### config.mk
export PLATFORM = sky130hd
export DESIGN_NAME = pe_cell
export DESIGN_NICKNAME = d
export VERILOG_FILES = /design/src/sv/pe_pkg.sv /design/src/sv/pe_cell.sv
export SDC_FILE = /design/constraint.sdc
export NUM_CORES = 2
export LEC_CHECK = 0
export BUFFER_PORTS_ARGS = -buffer_cell sky130_fd_sc_hd__buf_4
export CORE_UTILIZATION = 45
export DETAILED_ROUTE_END_ITERATION = 6
export HOLD_SLACK_MARGIN = 0.15
export MAX_ROUTING_LAYER = met4
export PLACE_DENSITY = 0.68
export SLEW_MARGIN = 0
export SYNTH_ARGS = -nofsm -noshare
export SYNTH_HDL_FRONTEND = slang
export SYNTH_SLANG_ARGS = --single-unit
### constraint.sdc
create_clock -name clock -period 7.5 [get_ports clock]
set_clock_uncertainty 0.2 [all_clocks]
set_input_delay 0 -clock clock [delete_from_list [all_inputs] [get_ports clock]]
set_output_delay 0 -clock clock [all_outputs]
set_load 0.1 [all_outputs]
### src/sv/pe_pkg.sv
`timescale 1ns / 1ps
`default_nettype none
// ----------------------------------------------------------------------------
// pe_pkg
// Shared types, constants and rounding helpers of the polynomial evaluator.
// ----------------------------------------------------------------------------
package pe_pkg;

   localparam int COEF_REGS  = 8;
   localparam int CSR_AW     = 5;
   localparam int X_W        = 16;
   localparam int Q_W        = 32;
   localparam int WIDE_W     = 48;

   localparam logic [Q_W-1:0]           Q16_ONE = 32'h0001_0000;
   localparam logic signed [WIDE_W-1:0] S32_MAX = 48'sh0000_7FFF_FFFF;
   localparam logic signed [WIDE_W-1:0] S32_MIN = 48'shFFFF_8000_0000;

   typedef struct packed {
      logic [Q_W-1:0] value;
      logic           ovf;
   } sat_type;

   typedef struct packed {
      logic           valid;
      logic [X_W-1:0] x;
      logic [Q_W-1:0] power;
      logic [Q_W-1:0] acc;
      logic           ovf;
   } link_type;

   function automatic sat_type sat48(input logic signed [WIDE_W-1:0] v);
      sat_type r;
      if (v > S32_MAX) begin
         r.value = S32_MAX[Q_W-1:0];
         r.ovf   = 1'b1;
      end else if (v < S32_MIN) begin
         r.value = S32_MIN[Q_W-1:0];
         r.ovf   = 1'b1;
      end else begin
         r.value = v[Q_W-1:0];
         r.ovf   = 1'b0;
      end
      return r;
   endfunction

   // Q.28 power product back to Q15.16, round half up
   function automatic sat_type rnd_sat_px(input logic signed [WIDE_W-1:0] v);
      logic signed [WIDE_W-1:0] r;
      r = v + 48'sd2048;
      return sat48(r >>> 12);
   endfunction

   // Q.32 term product back to Q15.16, round half up
   function automatic sat_type rnd_sat_cp(input logic signed [63:0] v);
      logic signed [63:0] r;
      logic signed [63:0] s;
      r = v + 64'sd32768;
      s = r >>> 16;
      return sat48(WIDE_W'(s));
   endfunction

endpackage
`default_nettype wire

### src/sv/pe_cell.sv
`timescale 1ns / 1ps
`default_nettype none
// ----------------------------------------------------------------------------
// pe_cell
// One term of the power form: advance the power by x, scale by the
// coefficient and add into the running sum, over four register stages.
// ----------------------------------------------------------------------------
module pe_cell
   import pe_pkg::*;
(
   input  wire logic           clock,
   input  wire logic           reset,
   input  wire logic [Q_W-1:0] coef,
   input  wire link_type       link_in,
   output link_type            link_out
);

   typedef struct packed {
      logic              valid;
      logic [X_W-1:0]    x;
      logic [Q_W-1:0]    acc;
      logic              ovf;
      logic [WIDE_W-1:0] prod;
   } px_type;

   typedef struct packed {
      logic              valid;
      logic [X_W-1:0]    x;
      logic [Q_W-1:0]    power;
      logic [Q_W-1:0]    acc;
      logic              ovf;
      logic [63:0]       prod;
   } cp_type;

   px_type   s1_ff, s1_in;
   link_type s2_ff, s2_in;
   cp_type   s3_ff, s3_in;
   link_type s4_ff, s4_in;
   sat_type  pw_sat, term_sat, sum_sat;

   always_comb begin
      s1_in.valid = link_in.valid;
      s1_in.x     = link_in.x;
      s1_in.acc   = link_in.acc;
      s1_in.ovf   = link_in.ovf;
      s1_in.prod  = WIDE_W'($signed(link_in.power)) * WIDE_W'($signed(link_in.x));
   end

   always_comb begin
      pw_sat      = rnd_sat_px($signed(s1_ff.prod));
      s2_in.valid = s1_ff.valid;
      s2_in.x     = s1_ff.x;
      s2_in.power = pw_sat.value;
      s2_in.acc   = s1_ff.acc;
      s2_in.ovf   = s1_ff.ovf | pw_sat.ovf;
   end

   always_comb begin
      s3_in.valid = s2_ff.valid;
      s3_in.x     = s2_ff.x;
      s3_in.power = s2_ff.power;
      s3_in.acc   = s2_ff.acc;
      s3_in.ovf   = s2_ff.ovf;
      s3_in.prod  = 64'($signed(coef)) * 64'($signed(s2_ff.power));
   end

   always_comb begin
      term_sat    = rnd_sat_cp($signed(s3_ff.prod));
      sum_sat     = sat48(WIDE_W'($signed(s3_ff.acc)) + WIDE_W'($signed(term_sat.value)));
      s4_in.valid = s3_ff.valid;
      s4_in.x     = s3_ff.x;
      s4_in.power = s3_ff.power;
      s4_in.acc   = sum_sat.value;
      s4_in.ovf   = s3_ff.ovf | term_sat.ovf | sum_sat.ovf;
   end

   always_ff @(posedge clock) begin
      if (reset) begin
         s1_ff.valid <= 1'b0;
         s2_ff.valid <= 1'b0;
         s3_ff.valid <= 1'b0;
         s4_ff.valid <= 1'b0;
      end else begin
         s1_ff <= s1_in;
         s2_ff <= s2_in;
         s3_ff <= s3_in;
         s4_ff <= s4_in;
      end
   end

   assign link_out = s4_ff;

endmodule
`default_nettype wire

==> results.toml <==
[grt]
busiest_layer = "met2"
grtUsageMet3 = 0.05256
grt_pass1_wl_mm = 277.5
grt_usage = 0.2402
grt_overflow = 0
use_met2 = 0.3813
grt_max_degree = 180
grt_use_met1 = 0.3143
grt_pass1_vias = 51830
antenna_found_initial = 8

[logic_synthesis]
synth_nets = 8823
synth_top_area_frac = 0.4625
syn-cell-area_um2 = 67830
synth_area_leader_cell = "fa_1"
yosysMostFrequentCell = "inv_1"
yosys-top-cells-area = "fa_1 (46%), edfxtp_1 (17%), inv_1 (9.2%)"
synth_flop_cell = "edfxtp_1"
ys_ff_latch = 382
synth_edf_count = 378
ys_types = 73
synth_common_cells = "inv_1 (1,663), fa_1 (1,567), nand2_1 (1,136), and2_1 (446), edfxtp_1 (378)"
ys_warn_count = 0
async_reset_ff_frac = 0
yosysSeqAreaShare = 0.1685
syn_inst = 6815
synth_area_per_cell_um2 = 9.954

[clock_network]
cts_tree = "built"
numClockSinks = 382
cts_buffers = 46
ctsLongestPathBuffers = 3
clkLatencyLatePin_ns = 0.62
clkTransAtPathRegs_ns = 0.06
cts_root_buf = "clkbuf_16"
cts_htree_levels = 2

[final_layout]
syn2layout_area_growth_pct = 15.63
drive_above_1_share = 0.1365
finalNetCount = 9393
nFillCells = 13050
final_area_um2 = 78430

[worst_setup_path]
ff2ff_path_depth = 30
critPathArrivalTime_ns = 7.99
cp_max_fo = 4
startpoint_type = "register"
rr_endpoint = "s3_ff[54]"
r2r_setup_slack_ns = -0.33
cp-endpoint = "s3_ff[54]"
critPathCaptureType = "register"
crit_path_top_delay_cell = "fa_1"
slowest_delay_ns = 0.61
r2r_start = "s2_ff[35]"
critPathRequiredTime_ns = 7.66
worstSetupPathType = "reg -> reg"
cpMostUsedCell = "fa_1"
crit_start = "s2_ff[35]"

[detailed_routing]
drc_errors = 0
routedWlPerCell_um = 18.32
wl_mm = 172.9
first_pass_iters = 6
ant_nets = 0
drt_iter0_drc = 3006
num_vias = 47480
avgViaCountPerCell = 5.031

[sta]
finalSetupViolCount = 25
slew_viol_final = 0
worst_slew_pin_slew_ns = 1.012
hold_violations = 0
timing.hold.ws_ns = 0.2010
setup_ws_ns = -0.3320
relSlewSlack = 0.3253
timing.fmax_mhz = 127.7
fin_crit_sh = 1.044
fin_crit_ns = 7.832
rsz0062_at_grt = "yes"

[worst_hold_path]
hold_path.class = "reg -> reg"

[place]
dp_slack_ns = -0.6077
gp_congestion = 0.9321
hpwl_mm = 142.5
place_area_um2 = 74630
portBuffers = 197

[die]
core_um2 = 149800
ios = 198
dieArea_um2 = 152300
initial_utilization = 0.4529
die_height_um = 390.3
num_rows = 142
chipWidth_um = 390.3

[status]
outcome = "finished with violations"
violations = "setup timing"

[run]
drv_cap = 0
-- worst min-delay path by stage --
stage / slack [ns] / to / depth (start not counted) / from
6_report: 0.20 / link_out[35] / 0 / s3_ff[99]
5_1_grt: 0.20 / s1_ff[95] / 2 / link_in[79]
4_1_cts: 0.17 / s1_ff[81] / 2 / link_in[65]
3_5_place_dp: -0.02 / s1_ff[64] / 1 / link_in[16]
3_3_place_gp: -0.02 / s1_ff[76] / 1 / link_in[28]
2_1_floorplan: -0.13 / link_out[81] / 1 / reset
-- flip-flops by register name (all words and copies together), names as in the netlist --
signal    flops
s3_ff       131
s1_ff        87
link_out     82
s2_ff        82
-- cells in the final DEF (no fill, tap or decap), drive strengths merged, types with 7 or more instances in the layout --
master       instances
inv               1665
fa                1567
nand2             1136
buf                741
and2               446
edfxtp             378
ha                 325
o21ai              142
a21oi              124
xnor2              109
dlygate4sd3         88
xor2                86
nor2                68
nand2b              66
a21o                63
clkbuf              52
nand3               46
nand4               36
and3                36
nor3                21
nor2b               20
clkinv              16
o21bai              15
and4                13
o21a                12
a31oi               12
o211ai              11
maj3                10
a211oi              10
diode                7
or3                  7
clkinvlp             7
o31ai                7
-- through the flow --
| stage | util | setup TNS, ns | instances |
|---|---|---|---|
| after floorplan | - | -0.1633 | 6815 |
| after global placement | 0.4983 | -7.362 | 9201 |
| after detailed placement | 0.4983 | -10.05 | 9201 |
| after CTS | 0.5207 | -2.547 | 9414 |
| after global routing | 0.5237 | -10.73 | 9438 |
| final | 0.5237 | -5.010 | 9439 |
-- metal layers --
metal	up-vias	part of all wire
met2	1766	0.46
met4	0	0.025
met1	24230	0.42
met5	-	0
met3	235	0.090
li1	21250	-
-- critical path, delay by kind of cell, from the launching register on --
family,cells,cell delay (ns)
adder cells (fa/ha/maj),9,4.21
AO/OA/AOI/OAI,7,1.23
buffers and inverters,11,1.22
flip-flops,1,0.45
XOR/XNOR,1,0.13
AND/OR/NAND/NOR,2,0.11
-- cells by family after synthesis --
group / Yosys count / synth area share
buf+inv: 1971 / 0.1093
flops: 382 / 0.1685
xor+xnor: 195 / 0.02518
compound gates: 446 / 0.04040
fa+ha+maj: 1902 / 0.5239
mux: 2 / 0.0003320
simple gates: 1917 / 0.1324
-- timing repair --
action,4_1_cts,5_1_grt
gates resized for setup,183,71
hold buffers,88,0
hold endpoints to repair,157,0
buffers inserted,45,17
cloned,1,1
setup endpoints to repair,32,66
pin swaps,94,39
-- cell type report --
class	instances	area (µm²)	share of cell area
Antenna cell	7	17.52	0.0002233
Clock buffer	52	1174	0.01496
Clock inverter	27	261.5	0.003334
Inverter	1664	6260	0.07981
Multi-Input combinational cell	4462	49880	0.6360
Sequential cell	382	11430	0.1457
Tap cell	2016	2522	0.03216
Timing Repair Buffer	829	6888	0.08782
Power is left out: the tool's default activity adds up to more than one toggle a clock period on the data nets, which glitch-free logic cannot reach.
