$ cat src/sv/pe_pkg.sv
`timescale 1ns / 1ps
`default_nettype none
// ----------------------------------------------------------------------------
// pe_pkg
// Shared types, constants and rounding helpers of the polynomial evaluator.
// ----------------------------------------------------------------------------
package pe_pkg;

   localparam int COEF_REGS  = 8;
   localparam int CSR_AW     = 5;
   localparam int X_W        = 16;
   localparam int Q_W        = 32;
   localparam int WIDE_W     = 48;

   localparam logic [Q_W-1:0]           Q16_ONE = 32'h0001_0000;
   localparam logic signed [WIDE_W-1:0] S32_MAX = 48'sh0000_7FFF_FFFF;
   localparam logic signed [WIDE_W-1:0] S32_MIN = 48'shFFFF_8000_0000;

   typedef struct packed {
      logic [Q_W-1:0] value;
      logic           ovf;
   } sat_type;

   typedef struct packed {
      logic           valid;
      logic [X_W-1:0] x;
      logic [Q_W-1:0] power;
      logic [Q_W-1:0] acc;
      logic           ovf;
   } link_type;

   function automatic sat_type sat48(input logic signed [WIDE_W-1:0] v);
      sat_type r;
      if (v > S32_MAX) begin
         r.value = S32_MAX[Q_W-1:0];
         r.ovf   = 1'b1;
      end else if (v < S32_MIN) begin
         r.value = S32_MIN[Q_W-1:0];
         r.ovf   = 1'b1;
      end else begin
         r.value = v[Q_W-1:0];
         r.ovf   = 1'b0;
      end
      return r;
   endfunction

   // Q.28 power product back to Q15.16, round half up
   function automatic sat_type rnd_sat_px(input logic signed [WIDE_W-1:0] v);
      logic signed [WIDE_W-1:0] r;
      r = v + 48'sd2048;
      return sat48(r >>> 12);
   endfunction

   // Q.32 term product back to Q15.16, round half up
   function automatic sat_type rnd_sat_cp(input logic signed [63:0] v);
      logic signed [63:0] r;
      logic signed [63:0] s;
      r = v + 64'sd32768;
      s = r >>> 16;
      return sat48(WIDE_W'(s));
   endfunction

endpackage
`default_nettype wire

$ cat src/sv/pe_csr.sv
`timescale 1ns / 1ps
`default_nettype none
// ----------------------------------------------------------------------------
// pe_csr
// APB-style coefficient register file, eight signed Q15.16 coefficients.
// ----------------------------------------------------------------------------
module pe_csr
   import pe_pkg::*;
(
   input  wire logic              clock,
   input  wire logic              reset,
   input  wire logic              psel,
   input  wire logic              penable,
   input  wire logic              pwrite,
   input  wire logic [CSR_AW-1:0] paddr,
   input  wire logic [Q_W-1:0]    pwdata,
   output logic [Q_W-1:0]         prdata,
   output logic                   pready,
   output logic [Q_W-1:0]         coef [COEF_REGS]
);

   logic [Q_W-1:0] coef_ff [COEF_REGS];
   logic [2:0]     index;

   assign index  = paddr[CSR_AW-1:2];
   assign pready = 1'b1;
   assign prdata = coef_ff[index];

   always_ff @(posedge clock) begin
      if (reset) begin
         for (int i = 0; i < COEF_REGS; i++) coef_ff[i] <= '0;
      end else if (psel && penable && pwrite) begin
         coef_ff[index] <= pwdata;
      end
   end

   always_comb begin
      for (int i = 0; i < COEF_REGS; i++) coef[i] = coef_ff[i];
   end

endmodule
`default_nettype wire

$ cat config.mk
export PLATFORM = sky130hd
export DESIGN_NAME = pe_csr
export DESIGN_NICKNAME = d
export VERILOG_FILES = /design/src/sv/pe_pkg.sv /design/src/sv/pe_csr.sv
export SDC_FILE = /design/constraint.sdc
export NUM_CORES = 1
export LEC_CHECK = 0
export CAP_MARGIN = 10
export CORE_UTILIZATION = 45
export CTS_BUF_LIST = sky130_fd_sc_hd__clkbuf_8 sky130_fd_sc_hd__clkbuf_16
export DETAILED_ROUTE_END_ITERATION = 8
export DONT_BUFFER_PORTS = 1
export GPL_TIMING_DRIVEN = 0
export PLACE_DENSITY_LB_ADDON = 0.3
export SLEW_MARGIN = 0
export SYNTH_ARGS = -nofsm -noshare
export SYNTH_HDL_FRONTEND = slang
export SYNTH_SLANG_ARGS = --single-unit
$ cat constraint.sdc
create_clock -name clock -period 2.66 [get_ports clock]
set_input_delay 0 -clock clock [delete_from_list [all_inputs] [get_ports clock]]
set_output_delay 0 -clock clock [all_outputs]
set_load 0.005 [all_outputs]
==> results of run 1 <==
==> logic make-up (layout without fill, tap and decap cells) <==
group / Yosys count / count (layout) / share of synthesized area (%)
and+or+nand+nor: 314 / 314 / 17.1
DFF: 256 / 256 / 66.2
muxes: 83 / 83 / 14.2
buffers and inverters: 48 / 133 / 2.24
AOI/OAI and AO/OA: 3 / 3 / 0.205
other: 1 / 1 / 0.0323
==> cell usage after synthesis (all sizes together) <==
master / instances
a21oi: 1
a31o: 1
and2: 256
buf: 21
clkbuf: 25
conb: 1
edfxtp: 256
inv: 2
mux2: 19
mux2i: 1
mux4: 63
nand2: 38
nand2b: 1
nand3b: 1
nand4b: 1
nor2: 1
nor3: 4
nor4: 2
nor4b: 2
o32a: 1
or2: 8
==> metal layers <==
metal / wire length, um / share of wire (%) / GRT usage [%]
met1: 13100 / 37 / 32.1
met3: 3660 / 10 / 8.61
met4: 951 / 2.7 / 7.90
met2: 17700 / 50 / 45.4
met5: 0 / 0 / 0
==> cell type report <==
type                    instances  share of cell area, %
repair buffers                 33                   2.48
well taps                     330                   3.10
inverters                       2                 0.0564
plain buffers                  46                   1.90
flip-flops and latches        256                   57.8
multi-input cells             401                   27.5
clock inverters                23                   1.69
clock buffers                  29                   5.46
==> worst max-delay path, cell delays in order <==
cell	delay (ns)
dlygate4sd3_1	0.80
buf_6	0.24
nand2_2	0.11
nor3_4	0.25
or2_2	0.96
==> worst max path at each step <==
stage | to | slack [ns] | cells after the start
final | coef_ff[7][5] | 0.44 | 5
after global routing | coef_ff[1][12] | 0.37 | 3
after CTS | coef_ff[6][12] | 0.48 | 5
after detailed placement | coef_ff[1][4] | 0.15 | 4
after global placement | coef_ff[1][5] | 0.24 | 4
after floorplan | coef_ff[3][0] | 1.09 | 4
==> cell usage in the layout (no fill, tap or decap) <==
master         instances
clkbuf_1              10
mux2_2                19
buf_4                 10
mux2i_1                1
nor4_4                 2
a31o_2                 1
bufinv_16              4
buf_1                  2
nor4b_4                2
inv_6                  2
nand2b_1               1
nand2_2                1
nand3b_1               1
clkbuf_16             29
nor2_1                 1
a21oi_1                1
buf_2                  7
mux4_2                63
inv_1                  3
clkinvlp_4             2
nor3_2                 1
o32a_1                 1
nand2_1               37
clkinv_2               9
dlygate4sd3_1         33
nor3_4                 3
clkinv_1               4
clkbuf_2              15
and2_1               256
buf_6                  2
nand4b_4               1
or2_2                  8
edfxtp_1             256
conb_1                 1
clkinv_4               1
==> where the power goes <==
group / switching [uW] / internal, uW / leakage, uW
Clock: 1640 / 2370 / 0.000474
Combinational: 362 / 269 / 0.00178
Sequential: 207 / 4670 / 0.00244
Total: 2210 / 7310 / 0.00469
==> through the flow <==
| stage | power [uW] | instances | utilization [%] | setup slack, ns |
|---|---|---|---|---|
| after CTS | 9560 | 1120 | 52.7 | 0.479 |
| after floorplan | 5260 | 705 | - | 1.09 |
| after global placement | 5500 | 1035 | 47.6 | 0.237 |
| after detailed placement | 5520 | 1035 | 47.6 | 0.154 |
| final | 9520 | 1120 | 52.7 | 0.442 |
| after global routing | 9750 | 1120 | 52.7 | 0.370 |
==> timing repair <==
item,CTS,global route
endpoints found under the hold margin,256,0
setup endpoints to repair,0,0
hold buffers,33,0
setup buffers,0,0
==> results.sh, run 1 <==
export IMPL_worstHoldStart="paddr[3]"
export IMPL_cts_sinks=256
export IMPL_grt_pass1_wl_um=49200
export IMPL_cts_resized_gates=0
export IMPL_min_delay_path_depth=3
export IMPL_grt_usage_pct=26.6
export IMPL_top_regs="coef_ff: 256 flops"
export IMPL_cts_tree="yes"
export IMPL_fp_dieW_um=163
export IMPL_worstPathArrival_ns=2.38
export IMPL_vias=6560
export IMPL_finalNetCount=810
export IMPL_numCtsBuffers=28
export IMPL_rsz0062_at_grt="no"
export IMPL_ant_nets=0
export IMPL_tightest_slew_ns=1.17
export IMPL_worstPathRequired_ns=2.82
export IMPL_synth_top_area_share_pct=66.2
export IMPL_routed_via_density=5.86
export IMPL_slew_headroom_pct=21.9
export IMPL_slew_viol_final=0
export IMPL_cp_max_fo=32
export IMPL_layout_drive_gt1_share_pct=23.0
export IMPL_start_util_pct=46.0
export IMPL_fin_area_sq_um=13300
export IMPL_htreeDepth=1
export IMPL_rows=58
export IMPL_clkSlewWorstSetupHoldPaths_ns=0.06
export IMPL_die_h_um=163
export IMPL_finalWeightedCongestion=0.795
export IMPL_root_buffer="clkbuf_16"
export IMPL_yosys_warnings=0
export IMPL_numPortBuffers=0
export IMPL_antenna_found_initial=0
export IMPL_drc=0
export IMPL_finalHoldViolations=0
export IMPL_syn_num_nets=747
export IMPL_setup_viol=0
export IMPL_outcome="finished, final reports clean"
export IMPL_grt_pass1_vias=6934
export IMPL_dp_hpwl_um=23000
export IMPL_synth_cell_types=27
export IMPL_ys_seq_area_share_pct=66.2
export IMPL_ios=331
export IMPL_setup_tns_ns=0
export IMPL_routedWlPerCell_um=31.6
export IMPL_period_needed_ns=2.22
export IMPL_ys_seq_elements=256
export IMPL_yosysTopAreaCell="edfxtp_1"
export IMPL_startpoint_type="input port"
export IMPL_ctsLongestPathBuffers=3
export IMPL_seq_area_sq_um=7690
export IMPL_fin_hold_ws_ns=0.0950
export IMPL_core_area_sq_um=25300
export IMPL_hold_class="in2reg"
export IMPL_fin_crit_sh_pct=83.4
export IMPL_worstSetupPathType="in2reg"
export IMPL_avgSynthCellArea_sq_um=16.5
export IMPL_largest_register_ffs=256
export IMPL_overflow=0
export IMPL_synth_cell_area_sq_um=11600
export IMPL_end_kind="flip-flop"
export IMPL_cap_violations=0
export IMPL_drt_initial_drc_count=505
export IMPL_drt_pass1_iterations=5
export IMPL_min_to="coef_ff[0][0]"
export IMPL_p_leak_uw=0.00469
export IMPL_fill_cells=2050
export IMPL_area_growth_pct=14.6
export IMPL_largest_register="coef_ff"
export IMPL_fmax_ghz=0.451
export IMPL_design_die_area_sq_um=26400
export IMPL_dpl_cell_area_sq_um=12000
export IMPL_netlist_instances=705
export IMPL_worstSetupStartpoint="paddr[4]"
export IMPL_diodes=0
export IMPL_multi_input_area_sq_um=3660
export IMPL_synth_area_leaders="edfxtp_1 (66%), and2_1 (14%), mux4_2 (12%)"
export IMPL_p_per_area_nw_per_um2=716
export IMPL_ir_drop_v=0.000611
export IMPL_wl_um=35400
export IMPL_grt_max_degree=33
No activity file was read; power rests on OpenSTA's default activity.
==> run 2: changes to the inputs <==
==> constraint.sdc (replaced) <==
create_clock -name clock -period 1.82 [get_ports clock]
set_input_delay 0 -clock clock [delete_from_list [all_inputs] [get_ports clock]]
set_output_delay 0 -clock clock [all_outputs]
set_load 0.005 [all_outputs]
==> run 2 against run 1 <==
Global-route usage grew 0.14 points. Utilization increased by 0.21 points. Die area did not move. The run now ends with setup timing left. Clock power rose by 46%. Setup slack worse by 0.47 ns.
==> results.sh, run 2 (synthesis results as in run 1) <==
export IMPL_dp_slack_ns=-0.686
export IMPL_largest_register="coef_ff"
export IMPL_switchingPower_uw=3230
export IMPL_ctsLongestPathBuffers=3
export IMPL_largest_register_ffs=256
export IMPL_finalWeightedCongestion=0.795
export IMPL_start_util_pct=46.0
export IMPL_mostFrequentLayoutCells="and2_1 (256), edfxtp_1 (256), mux4_2 (63)"
export IMPL_rows=58
export IMPL_clkSlewWorstSetupHoldPaths_ns=0.07
export IMPL_slew_headroom_pct=22.1
export IMPL_worstPathArrival_ns=1.84
export IMPL_outcome="finished with violations"
export IMPL_period_needed_ns=1.84
export IMPL_internal_power_uw=10700
export IMPL_hold_class="in2reg"
export IMPL_ios=331
export IMPL_p_per_area_nw_per_um2=1040
export IMPL_seqPwrFrac_pct=51.2
export IMPL_vias=6601
export IMPL_grt_use_met3_pct=8.63
export IMPL_swShare_pct=23.2
export IMPL_die_h_um=163
export IMPL_clockPowerShare_pct=42.1
export IMPL_worstSetupPathType="reg2out"
export IMPL_top_regs="coef_ff: 256 flops"
export IMPL_p_leak_uw=0.00473
export IMPL_cts_tree="yes"
export IMPL_fmax_ghz=0.542
export IMPL_wl_um=35700
export IMPL_path_delay_family="multiplexers"
export IMPL_design_die_area_sq_um=26400
export IMPL_numPortBuffers=0
export IMPL_overflow=0
export IMPL_drc=0
export IMPL_critical_path_depth=2
export IMPL_critPathCapture="prdata[0]"
export IMPL_pwr_share_comb_pct=6.6
export IMPL_cp_max_fo=2
export IMPL_end_kind="output pin"
export IMPL_grt_pass1_wl_um=49500
export IMPL_grt_usage_pct=26.7
export IMPL_top_usage_layer="met2"
export IMPL_area_growth_pct=15.1
export IMPL_worstSetupStartpoint="coef_ff[0][0]"
export IMPL_finalHoldViolations=0
export IMPL_grt_util_met2_pct=45.3
export IMPL_htreeDepth=1
export IMPL_core_area_sq_um=25300
export IMPL_fin_crit_sh_pct=101
export IMPL_cap_violations=0
export IMPL_grt_max_degree=33
export IMPL_startpoint_type="flip-flop"
export IMPL_routed_via_density=5.87
export IMPL_finalNetCount=814
export IMPL_setup_viol=1
export IMPL_numCtsBuffers=28
export IMPL_finalCoreUtilization_pct=52.9
export IMPL_dp_hpwl_um=23000
export IMPL_crit_buf_inv=0
export IMPL_worstPathRequired_ns=1.82
export IMPL_tightest_slew_ns=1.17
export IMPL_rsz0062_at_grt="yes"
export IMPL_routedWlPerCell_um=31.7
export IMPL_crit_chain="mux4_2 > mux2_4"
export IMPL_slew_viol_final=0
export IMPL_cts_sinks=256
export IMPL_drt_initial_drc_count=499
export IMPL_layout_drive_gt1_share_pct=22.9
export IMPL_cts_setup_buffers=0
export IMPL_ir_drop_v=0.000889
export IMPL_fp_dieW_um=163
export IMPL_grt_use_met1_pct=32.4
export IMPL_slowest_delay_ns=0.51
export IMPL_diodes=0
export IMPL_grt_pass1_vias=6965
export IMPL_drt_pass1_iterations=5
export IMPL_antenna_found_initial=0
export IMPL_setup_ws_ns=-0.0235
export IMPL_ant_nets=0
export IMPL_violations="setup timing"
export IMPL_cp_slowest_cell="mux4_2"
export IMPL_root_buffer="clkbuf_16"
## run 2: final cells by class
class / instances / area, sq um
tap: 330 / 413
multi-input combinational: 401 / 3670
buffer: 46 / 253
inverter: 2 / 7.51
clock inverter: 23 / 225
sequential: 256 / 7690
fill: 2050 / 11900
clock buffer: 29 / 726
timing repair buffer: 37 / 370
## run 2: tightest hold or removal path, cell delays in order
cell,delay [ns]
buf_6,0.14
nor4_4,0.09
and2_1,0.16
## run 2: repair_timing
| item | in CTS | in global routing |
|---|---|---|
| gates resized for setup | 2 | 2 |
| hold endpoints to repair | 256 | 0 |
| hold buffers | 37 | 0 |
| setup endpoints to repair | 33 | 4 |
| pin swaps | 0 | 0 |
## run 2: per-layer routing
metal | vias up | wire length, um
li1 | 2737 | -
met1 | 3431 | 13200
met2 | 363 | 17800
met3 | 70 | 3730
met4 | 0 | 960
met5 | - | 0
## run 2: worst min path at each step
stage,cells after the start,startpoint,end
2_1_floorplan,1,pwdata[0],coef_ff[0][0]
3_3_place_gp,1,pwdata[27],coef_ff[4][27]
6_report,3,paddr[4],coef_ff[0][31]
5_1_grt,3,paddr[4],coef_ff[4][31]
4_1_cts,3,paddr[4],coef_ff[0][31]
3_5_place_dp,1,pwdata[8],coef_ff[5][8]
## run 2: power by group through the flow
stage                     sequential (uW)  clock, uW  combinational (uW)
after floorplan                      7100          0                 585
after global placement               7230          0                 801
after detailed placement             7250          0                 820
after CTS                            7130       5900                 932
after global routing                 7160       6120                 979
final                                7130       5860                 925
## run 2: per-stage QoR
| step | hold slack, ns | total power [uW] | area (sq um) | TNS [ns] | std cells |
|---|---|---|---|---|---|
| finish | 0.0193 | 13900 | 13400 | -0.0235 | 1124 |
| global route | 0.0199 | 14300 | 13400 | -0.0701 | 1124 |
| CTS | 0.00453 | 14000 | 13300 | -0.0339 | 1124 |
| detailed placement | 0.202 | 8070 | 12000 | -100.69 | 1035 |
| global placement | 0.199 | 8040 | 12000 | -80.09 | 1035 |
| floorplan | 0.198 | 7690 | 11600 | 0 | 705 |
